<file path="src/rtl/ccp_pkg.sv">
// ----------------------------------------------------------------------------
// ccp_pkg: shared types and constants for the character slot pool
// Holds slot geometry, action and status codes, and store port structs.
// ----------------------------------------------------------------------------
`default_nettype none
package ccp_pkg;

  localparam int unsigned SLOTS      = 256;
  localparam int unsigned SLOT_BITS  = 8;
  localparam int unsigned COUNT_BITS = 16;
  localparam int unsigned TOTAL_BITS = 9;
  localparam int unsigned PAT_BITS   = 64;

  localparam logic [COUNT_BITS-1:0] COUNT_MAX = '1;

  typedef enum logic [3:0] {
    ACT_ALLOC      = 4'd0,
    ACT_FIND       = 4'd1,
    ACT_RESERVE    = 4'd2,
    ACT_WRITE      = 4'd3,
    ACT_USE        = 4'd4,
    ACT_FREE       = 4'd5,
    ACT_USE_SP     = 4'd6,
    ACT_FREE_SP    = 4'd7,
    ACT_REMAP      = 4'd8,
    ACT_IDENTITY   = 4'd9,
    ACT_MAP_READ   = 4'd10,
    ACT_CLR_COUNTS = 4'd11,
    ACT_CLR_MARKS  = 4'd12
  } ccp_action_e;

  typedef enum logic [2:0] {
    ST_OK     = 3'd0,
    ST_NONE   = 3'd1,
    ST_UNUSED = 3'd2,
    ST_ZERO   = 3'd3,
    ST_FULL   = 3'd4
  } ccp_status_e;

  typedef enum logic [2:0] {
    S_IDLE,
    S_INIT,
    S_CLEAR,
    S_SCAN,
    S_READ,
    S_EVAL_SP,
    S_EVAL_PL,
    S_DONE
  } ccp_state_e;

  typedef struct packed {
    logic [SLOT_BITS-1:0]  addr;
    logic                  pat_we;
    logic [PAT_BITS-1:0]   pat;
    logic                  pl_we;
    logic                  sp_we;
    logic [COUNT_BITS-1:0] cnt;
    logic                  res_we;
    logic                  res;
    logic                  remap_we;
    logic [SLOT_BITS-1:0]  remap;
  } ccp_wr_t;

  typedef struct packed {
    logic [PAT_BITS-1:0]   pat;
    logic [COUNT_BITS-1:0] pl;
    logic [COUNT_BITS-1:0] sp;
    logic                  res;
    logic [SLOT_BITS-1:0]  remap;
  } ccp_rd_t;

endpackage
`default_nettype wire

</file>
<file path="src/rtl/ccp_seq.sv">
// ----------------------------------------------------------------------------
// ccp_seq: sequencer and shared count unit of the character slot pool
// Scans or visits slots, updates counts and totals, and holds the result.
// ----------------------------------------------------------------------------
`default_nettype none
module ccp_seq (
  input  wire logic                          clk_i,
  input  wire logic                          rst_ni,
  input  wire logic                          in_valid_i,
  output logic                               in_stall_o,
  input  wire logic [3:0]                    action_i,
  input  wire logic [ccp_pkg::SLOT_BITS-1:0] slot_i,
  input  wire logic [ccp_pkg::PAT_BITS-1:0]  pattern_i,
  input  wire logic [ccp_pkg::TOTAL_BITS-1:0] limit_i,
  output logic                               out_valid_o,
  input  wire logic                          out_stall_i,
  output logic [2:0]                         status_o,
  output logic [ccp_pkg::SLOT_BITS-1:0]      slot_out_o,
  output logic [ccp_pkg::TOTAL_BITS-1:0]     used_total_o,
  output logic [ccp_pkg::TOTAL_BITS-1:0]     special_total_o,
  output logic [ccp_pkg::SLOT_BITS-1:0]      rd_addr_o,
  output ccp_pkg::ccp_wr_t                   wr_o,
  input  wire ccp_pkg::ccp_rd_t              rd_i
);

  ccp_pkg::ccp_state_e state_q, state_d;
  logic [3:0]                         act_q, act_d;
  logic [ccp_pkg::SLOT_BITS-1:0]      slot_q, slot_d;
  logic [ccp_pkg::PAT_BITS-1:0]       pat_q, pat_d;
  logic [ccp_pkg::SLOT_BITS:0]        idx_q, idx_d;
  logic [ccp_pkg::SLOT_BITS-1:0]      eidx_q, eidx_d, lo_q, lo_d, hi_q, hi_d;
  logic                               ev_q, ev_d;
  logic [2:0]                         st_q, st_d;
  logic [ccp_pkg::SLOT_BITS-1:0]      so_q, so_d;
  logic [ccp_pkg::TOTAL_BITS-1:0]     used_q, used_d, spt_q, spt_d;
  logic                               ov_q, ov_d;
  logic [2:0]                         ost_q, ost_d;
  logic [ccp_pkg::SLOT_BITS-1:0]      oso_q, oso_d;
  logic [ccp_pkg::TOTAL_BITS-1:0]     oused_q, oused_d, ospt_q, ospt_d;

  // Shared count unit: increment that saturates at COUNT_MAX, or decrement.
  logic [ccp_pkg::COUNT_BITS-1:0] unit_in, unit_out;
  logic                           unit_dn;
  logic [2:0]                     pst;

  always_comb begin
    if (unit_dn) begin
      unit_out = unit_in - 1'b1;
    end else if (unit_in == ccp_pkg::COUNT_MAX) begin
      unit_out = unit_in;
    end else begin
      unit_out = unit_in + 1'b1;
    end
  end

  always_comb begin
    state_d = state_q;
    act_d   = act_q;
    slot_d  = slot_q;
    pat_d   = pat_q;
    idx_d   = idx_q;
    eidx_d  = eidx_q;
    lo_d    = lo_q;
    hi_d    = hi_q;
    ev_d    = 1'b0;
    st_d    = st_q;
    so_d    = so_q;
    used_d  = used_q;
    spt_d   = spt_q;
    ov_d    = ov_q && out_stall_i;
    ost_d   = ost_q;
    oso_d   = oso_q;
    oused_d = oused_q;
    ospt_d  = ospt_q;
    rd_addr_o = slot_q;
    wr_o      = '0;
    wr_o.pat  = pat_q;
    wr_o.cnt  = unit_out;
    unit_in   = rd_i.pl;
    unit_dn   = 1'b0;
    pst       = ccp_pkg::ST_OK;
    in_stall_o = (state_q != ccp_pkg::S_IDLE);

    case (state_q)
      ccp_pkg::S_IDLE: begin
        if (in_valid_i) begin
          act_d  = action_i;
          slot_d = slot_i;
          pat_d  = pattern_i;
          idx_d  = '0;
          lo_d   = '0;
          hi_d   = '1;
          st_d   = ccp_pkg::ST_OK;
          so_d   = '0;
          wr_o.addr = slot_i;
          wr_o.pat  = pattern_i;
          case (action_i)
            ccp_pkg::ACT_ALLOC, ccp_pkg::ACT_FIND: begin
              st_d    = ccp_pkg::ST_NONE;
              state_d = ccp_pkg::S_SCAN;
            end
            ccp_pkg::ACT_REMAP: state_d = ccp_pkg::S_SCAN;
            ccp_pkg::ACT_RESERVE: begin
              wr_o.res_we = 1'b1;
              wr_o.res    = 1'b1;
              state_d     = ccp_pkg::S_DONE;
            end
            ccp_pkg::ACT_WRITE: begin
              wr_o.pat_we = 1'b1;
              state_d     = ccp_pkg::S_DONE;
            end
            ccp_pkg::ACT_USE, ccp_pkg::ACT_FREE, ccp_pkg::ACT_USE_SP,
            ccp_pkg::ACT_FREE_SP, ccp_pkg::ACT_MAP_READ: begin
              state_d = ccp_pkg::S_READ;
            end
            ccp_pkg::ACT_IDENTITY, ccp_pkg::ACT_CLR_MARKS: begin
              state_d = ccp_pkg::S_CLEAR;
            end
            ccp_pkg::ACT_CLR_COUNTS: begin
              used_d  = '0;
              spt_d   = '0;
              state_d = ccp_pkg::S_CLEAR;
            end
            default: state_d = ccp_pkg::S_DONE;
          endcase
        end
      end

      ccp_pkg::S_INIT: begin
        // After reset every slot is written back to its reset contents.
        rd_addr_o     = idx_q[ccp_pkg::SLOT_BITS-1:0];
        wr_o.addr     = idx_q[ccp_pkg::SLOT_BITS-1:0];
        wr_o.pat_we   = 1'b1;
        wr_o.pat      = '0;
        wr_o.pl_we    = 1'b1;
        wr_o.sp_we    = 1'b1;
        wr_o.cnt      = '0;
        wr_o.res_we   = 1'b1;
        wr_o.res      = 1'b0;
        wr_o.remap_we = 1'b1;
        wr_o.remap    = idx_q[ccp_pkg::SLOT_BITS-1:0];
        idx_d         = idx_q + 1'b1;
        if (idx_q[ccp_pkg::SLOT_BITS-1:0] == '1) begin
          state_d = ccp_pkg::S_IDLE;
        end
      end

      ccp_pkg::S_CLEAR: begin
        // One slot a cycle is cleared, or given its identity remap, for the whole-pool actions.
        rd_addr_o = idx_q[ccp_pkg::SLOT_BITS-1:0];
        wr_o.addr = idx_q[ccp_pkg::SLOT_BITS-1:0];
        wr_o.cnt  = '0;
        idx_d     = idx_q + 1'b1;
        case (act_q)
          ccp_pkg::ACT_IDENTITY: begin
            wr_o.remap_we = 1'b1;
            wr_o.remap    = idx_q[ccp_pkg::SLOT_BITS-1:0];
          end
          ccp_pkg::ACT_CLR_COUNTS: begin
            wr_o.pl_we = 1'b1;
            wr_o.sp_we = 1'b1;
          end
          default: begin
            wr_o.res_we = 1'b1;
            wr_o.res    = 1'b0;
          end
        endcase
        if (idx_q[ccp_pkg::SLOT_BITS-1:0] == '1) begin
          state_d = ccp_pkg::S_DONE;
        end
      end

      ccp_pkg::S_SCAN: begin
        // Reads are issued one slot ahead of the evaluation.
        rd_addr_o = idx_q[ccp_pkg::SLOT_BITS-1:0];
        idx_d     = idx_q + 1'b1;
        ev_d      = !idx_q[ccp_pkg::SLOT_BITS];
        eidx_d    = idx_q[ccp_pkg::SLOT_BITS-1:0];
        wr_o.addr = eidx_q;
        if (ev_q) begin
          if (eidx_q == '1) begin
            state_d = ccp_pkg::S_DONE;
          end
          case (act_q)
            ccp_pkg::ACT_ALLOC: begin
              if (rd_i.pl == '0 && !rd_i.res) begin
                wr_o.pat_we = 1'b1;
                st_d        = ccp_pkg::ST_OK;
                so_d        = eidx_q;
                state_d     = ccp_pkg::S_DONE;
              end
            end
            ccp_pkg::ACT_FIND: begin
              if (rd_i.pat == pat_q) begin
                st_d    = ccp_pkg::ST_OK;
                so_d    = eidx_q;
                state_d = ccp_pkg::S_DONE;
              end
            end
            default: begin
              wr_o.remap_we = 1'b1;
              if (rd_i.sp != '0) begin
                wr_o.remap = lo_q;
                lo_d       = lo_q + 1'b1;
              end else begin
                wr_o.remap = hi_q;
                hi_d       = hi_q - 1'b1;
              end
            end
          endcase
        end
      end

      ccp_pkg::S_READ: begin
        if (act_q == ccp_pkg::ACT_USE_SP || act_q == ccp_pkg::ACT_FREE_SP) begin
          state_d = ccp_pkg::S_EVAL_SP;
        end else begin
          state_d = ccp_pkg::S_EVAL_PL;
        end
      end

      ccp_pkg::S_EVAL_SP: begin
        wr_o.addr = slot_q;
        unit_in   = rd_i.sp;
        unit_dn   = (act_q == ccp_pkg::ACT_FREE_SP);
        state_d   = ccp_pkg::S_EVAL_PL;
        if (unit_dn) begin
          if (rd_i.sp == '0) begin
            st_d = ccp_pkg::ST_UNUSED;
          end else begin
            wr_o.sp_we = 1'b1;
            if (unit_out == '0) begin
              if (spt_q == '0) begin
                st_d = ccp_pkg::ST_ZERO;
              end else begin
                spt_d = spt_q - 1'b1;
              end
            end
          end
        end else if (rd_i.sp == '0 && spt_q == limit_i) begin
          st_d    = ccp_pkg::ST_FULL;
          state_d = ccp_pkg::S_DONE;
        end else begin
          wr_o.sp_we = 1'b1;
          if (rd_i.sp == '0) begin
            spt_d = spt_q + 1'b1;
          end
        end
      end

      ccp_pkg::S_EVAL_PL: begin
        wr_o.addr = slot_q;
        unit_in   = rd_i.pl;
        unit_dn   = (act_q == ccp_pkg::ACT_FREE || act_q == ccp_pkg::ACT_FREE_SP);
        state_d   = ccp_pkg::S_DONE;
        if (act_q == ccp_pkg::ACT_MAP_READ) begin
          so_d = rd_i.remap;
        end else begin
          if (unit_dn) begin
            if (rd_i.pl == '0) begin
              pst = ccp_pkg::ST_UNUSED;
            end else begin
              wr_o.pl_we = 1'b1;
              if (unit_out == '0) begin
                if (used_q == '0) begin
                  pst = ccp_pkg::ST_ZERO;
                end else begin
                  used_d = used_q - 1'b1;
                end
              end
            end
          end else begin
            wr_o.pl_we = 1'b1;
            if (rd_i.pl == '0) begin
              used_d = used_q + 1'b1;
            end
          end
          if (st_q == ccp_pkg::ST_OK) begin
            st_d = pst;
          end
        end
      end

      ccp_pkg::S_DONE: begin
        if (!ov_q || !out_stall_i) begin
          ov_d    = 1'b1;
          ost_d   = st_q;
          oso_d   = so_q;
          oused_d = used_q;
          ospt_d  = spt_q;
          state_d = ccp_pkg::S_IDLE;
        end
      end

      default: state_d = ccp_pkg::S_IDLE;
    endcase
  end

  always_ff @(posedge clk_i or negedge rst_ni) begin
    if (!rst_ni) begin
      state_q <= ccp_pkg::S_INIT;
      idx_q   <= '0;
      ev_q    <= 1'b0;
      used_q  <= '0;
      spt_q   <= '0;
      ov_q    <= 1'b0;
    end else begin
      state_q <= state_d;
      idx_q   <= idx_d;
      ev_q    <= ev_d;
      used_q  <= used_d;
      spt_q   <= spt_d;
      ov_q    <= ov_d;
    end
  end

  always_ff @(posedge clk_i) begin
    act_q   <= act_d;
    slot_q  <= slot_d;
    pat_q   <= pat_d;
    eidx_q  <= eidx_d;
    lo_q    <= lo_d;
    hi_q    <= hi_d;
    st_q    <= st_d;
    so_q    <= so_d;
    ost_q   <= ost_d;
    oso_q   <= oso_d;
    oused_q <= oused_d;
    ospt_q  <= ospt_d;
  end

  assign out_valid_o     = ov_q;
  assign status_o        = ost_q;
  assign slot_out_o      = oso_q;
  assign used_total_o    = oused_q;
  assign special_total_o = ospt_q;

endmodule
`default_nettype wire

</file>
<file path="config.mk">
export PLATFORM = sky130hd
export DESIGN_NAME = ccp_seq
export DESIGN_NICKNAME = d
export VERILOG_FILES = /design/src/rtl/ccp_pkg.sv /design/src/rtl/ccp_seq.sv
export SDC_FILE = /design/constraint.sdc
export NUM_CORES = 1
export LEC_CHECK = 0
export ABC_CLOCK_PERIOD_IN_PS = 5210
export BUFFER_PORTS_ARGS = -buffer_cell sky130_fd_sc_hd__buf_2
export CAP_MARGIN = 20
export CELL_PAD_IN_SITES_DETAIL_PLACEMENT = 1
export CELL_PAD_IN_SITES_GLOBAL_PLACEMENT = 2
export CORE_UTILIZATION = 31
export DETAILED_ROUTE_END_ITERATION = 6
export GPL_TIMING_DRIVEN = 1
export PLACE_DENSITY = 0.78
export SETUP_SLACK_MARGIN = 0.1
export SYNTH_ARGS = -nofsm -noshare
export SYNTH_HDL_FRONTEND = slang
export SYNTH_SLANG_ARGS = --single-unit
export TNS_END_PERCENT = 1
</file>
<file path="constraint.sdc">
create_clock -name clk_i -period 5.21 [get_ports clk_i]
set_input_delay 0.521 -clock clk_i [delete_from_list [all_inputs] [get_ports clk_i]]
set_output_delay 0.521 -clock clk_i [all_outputs]
set_load 0.01 [all_outputs]
</file>
==> metrics.txt <==
outcome completed; Critical Path AT 4860 ps; Highest Clock Rate 220 MHz; Pwr per Cell Area 419 nW/µm²; maxcap violations 0; internal power 0.00342 W; die height 190 µm; net switching power 0.00233 W; total power 0.00575 W; Top Ports 335; setup violators final 0; largest net degree at the start of global routing 76; gpl congestion 0.854; Crit. End Element flop; area leader, netlist edfxtp_1; nets 1,679; number of port buffers 334; drt drc 0; initial antenna violation count 12; Sw Share 40.5%; post-route minimum period 4540 ps; fin crit share 87.2%; PostCTS Resize Cnt 0; RSZ-0062 raised after global routing no; vias in the first global route 10,500; clock transition at the registers of the reported paths 70 ps; Die W 190 µm; Hold WC Path Type in -> async; clock skew 25.5 ps; Hold Vio Cnt, Final 0; cts hold-fix bufs 0; first-pass GRT wire length 61.8 mm; Max H-tree Level 4; Reg power frac 35.7%; count leader, synth nand2_1; Via density 5.27; Synth Warn # 0; WS Path Type reg -> reg; syn_area_per_cell 9.46 µm²; Sink Count 172; worst-skew pair later-pin latency 450 ps; Total GRT Usage 22.3%; DR pass1 iterations 5; fillcell total 4,121; multi-input logic area 5580 µm²; #FFs+latches synth 172; P&R area growth vs syn 25.5%; share of layout cells above drive strength 1 28.0%; Seq/Total Area, Yosys 45.9%; Detail Route Antenna Nets 0; total number of vias 10,200; top cells by area, synth edfxtp_1 39%, nand2_1 7.3%, dfrtp_1 7.1%; most common library cells after synthesis 213 x nand2_1, 140 x edfxtp_1, 104 x nand3_1; Setup TNS Final 0 ps; Crit Path Max Fanout 35; FFs w/ async S/R, synth 18.6%; post-synth top area share 38.5%; clock network fraction of design power 23.0%; Worst-Margin Slew 974 ps; synthesized net count 1,369; CTS root buf clkbuf_16; routed len/inst 21.0 µm; DRT Wirelength 40.8 mm; dpl hpwl 31.2 mm; Pleak 6.00 nW; CTS Buf Count 17; post-synthesis cell count 1,154; CTS max path bufs 2; Synth cell types 75; Iter 0 DRT Violations 606; Max rail drop VDD 228 µV; total gr overflow 0; Main synth FF type edfxtp_1; Slew Limit Fails 0; Core Footprint 34,600 µm²; Reg area 5010 µm²; CP Launch Type flop; postcts setup bufs 0; Initial Util 31.5%; Post-synth EDFFs 140; Mapped Area 10,900 µm²; utilization after layout 39.6%; die area 36,000 µm²; std cell rows 68; combinational fraction of design power 41.3%; WP data required 5530 ps; TritonCTS clock tree yes; Slew HR 34.8%; Worst Hold Margin 156 ps
critical path, stage by stage (launching register included):
cell and delay [ps]:
dfrtp_1 400, nand3b_2 120, buf_4 380, nand2_1 110, nand2_1 120, ha_1 210, nand2_1 60, or4b_1 620
a221oi_1 310, buf_4 220, o21ai_0 110, xor2_1 240, nand4_1 190, nor4_4 490, a22oi_2 130, o22a_1 350
mux2_4 340
logic make-up after synthesis:
logic type / Yosys count / share of synthesized area [%]
simple gates: 550 / 24.3
compound gates: 175 / 11.4
flops: 172 / 45.9
xor+xnor: 109 / 8.74
buf+inv: 86 / 3.17
mux: 41 / 3.93
fa+ha+maj: 21 / 2.54
power groups by stage:
| stage | Combinational, W | Sequential [W] | Clock (W) |
|---|---|---|---|
| finish | 0.00238 | 0.00205 | 0.00132 |
| global placement | 0.00234 | 0.00207 | 0 |
| floorplan | 0.00140 | 0.00201 | 0 |
| detailed placement | 0.00235 | 0.00208 | 0 |
| global route | 0.00261 | 0.00208 | 0.00140 |
| CTS | 0.00237 | 0.00205 | 0.00135 |
registers in the layout, summed over array words and instances (netlist names), 4 cells and up:
register and flops:
used_q 9, slot_out_o 8, used_total_o 9, slot_q 8, act_q 4, so_q 8, pat_q 64, idx_q 9
hi_q 8, lo_q 8, special_total_o 9, spt_q 9, eidx_q 8
layer usage:
metal / global-route usage, % / routed length [µm]
met1: 29.1 / 18100
met5: 0 / 38
met4: 7.44 / 625
met3: 4.32 / 2050
met2: 37.0 / 19900
cell usage in the layout (no fill, tap or decap), drive strengths merged, types with 29 or more instances in the layout:
| cell | netlist | final |
|---|---|---|
| dfrtp | 31 | 31 |
| o21ai | 42 | 42 |
| a21oi | 30 | 30 |
| nor4 | 32 | 32 |
| edfxtp | 140 | 140 |
| nand3 | 105 | 105 |
| xor2 | 87 | 87 |
| nand4 | 36 | 36 |
| buf | 18 | 356 |
| mux2i | 29 | 29 |
| nand2 | 213 | 213 |
| nor2 | 74 | 74 |
layout make-up:
cell class	count	share of cell area [%]
clock buffer	17	3.10
multi-input combinational	896	40.7
clock inverter	15	1.18
sequential	172	36.5
timing repair buffer	357	13.6
tap	455	4.15
inverter	20	0.566
antenna	9	0.164
metrics by stage:
stage | area [µm²] | cells | worst slack [ps]
2_1_floorplan | 10900 | 1154 | 624
3_3_place_gp | 13100 | 1897 | 787
3_5_place_dp | 13100 | 1898 | 680
4_1_cts | 13700 | 1930 | 665
5_1_grt | 13700 | 1938 | 270
6_report | 13700 | 1941 | 667
worst paths after layout:
check | from | end | slack, ps | depth (start not counted)
max in group asynchronous | rst_ni | spt_q[8] | 4530 | 1
worst max register to register | state_q[2] | spt_q[7] | 670 | 16
worst max-delay path | state_q[2] | spt_q[7] | 670 | 16
worst min-delay path | rst_ni | idx_q[0] | 160 | 1
min in group clk_i | pattern_i[55] | pat_q[55] | 260 | 1
worst min register to register | so_q[2] | slot_out_o[2] | 420 | 0
Power figures use the tool's default switching activity.
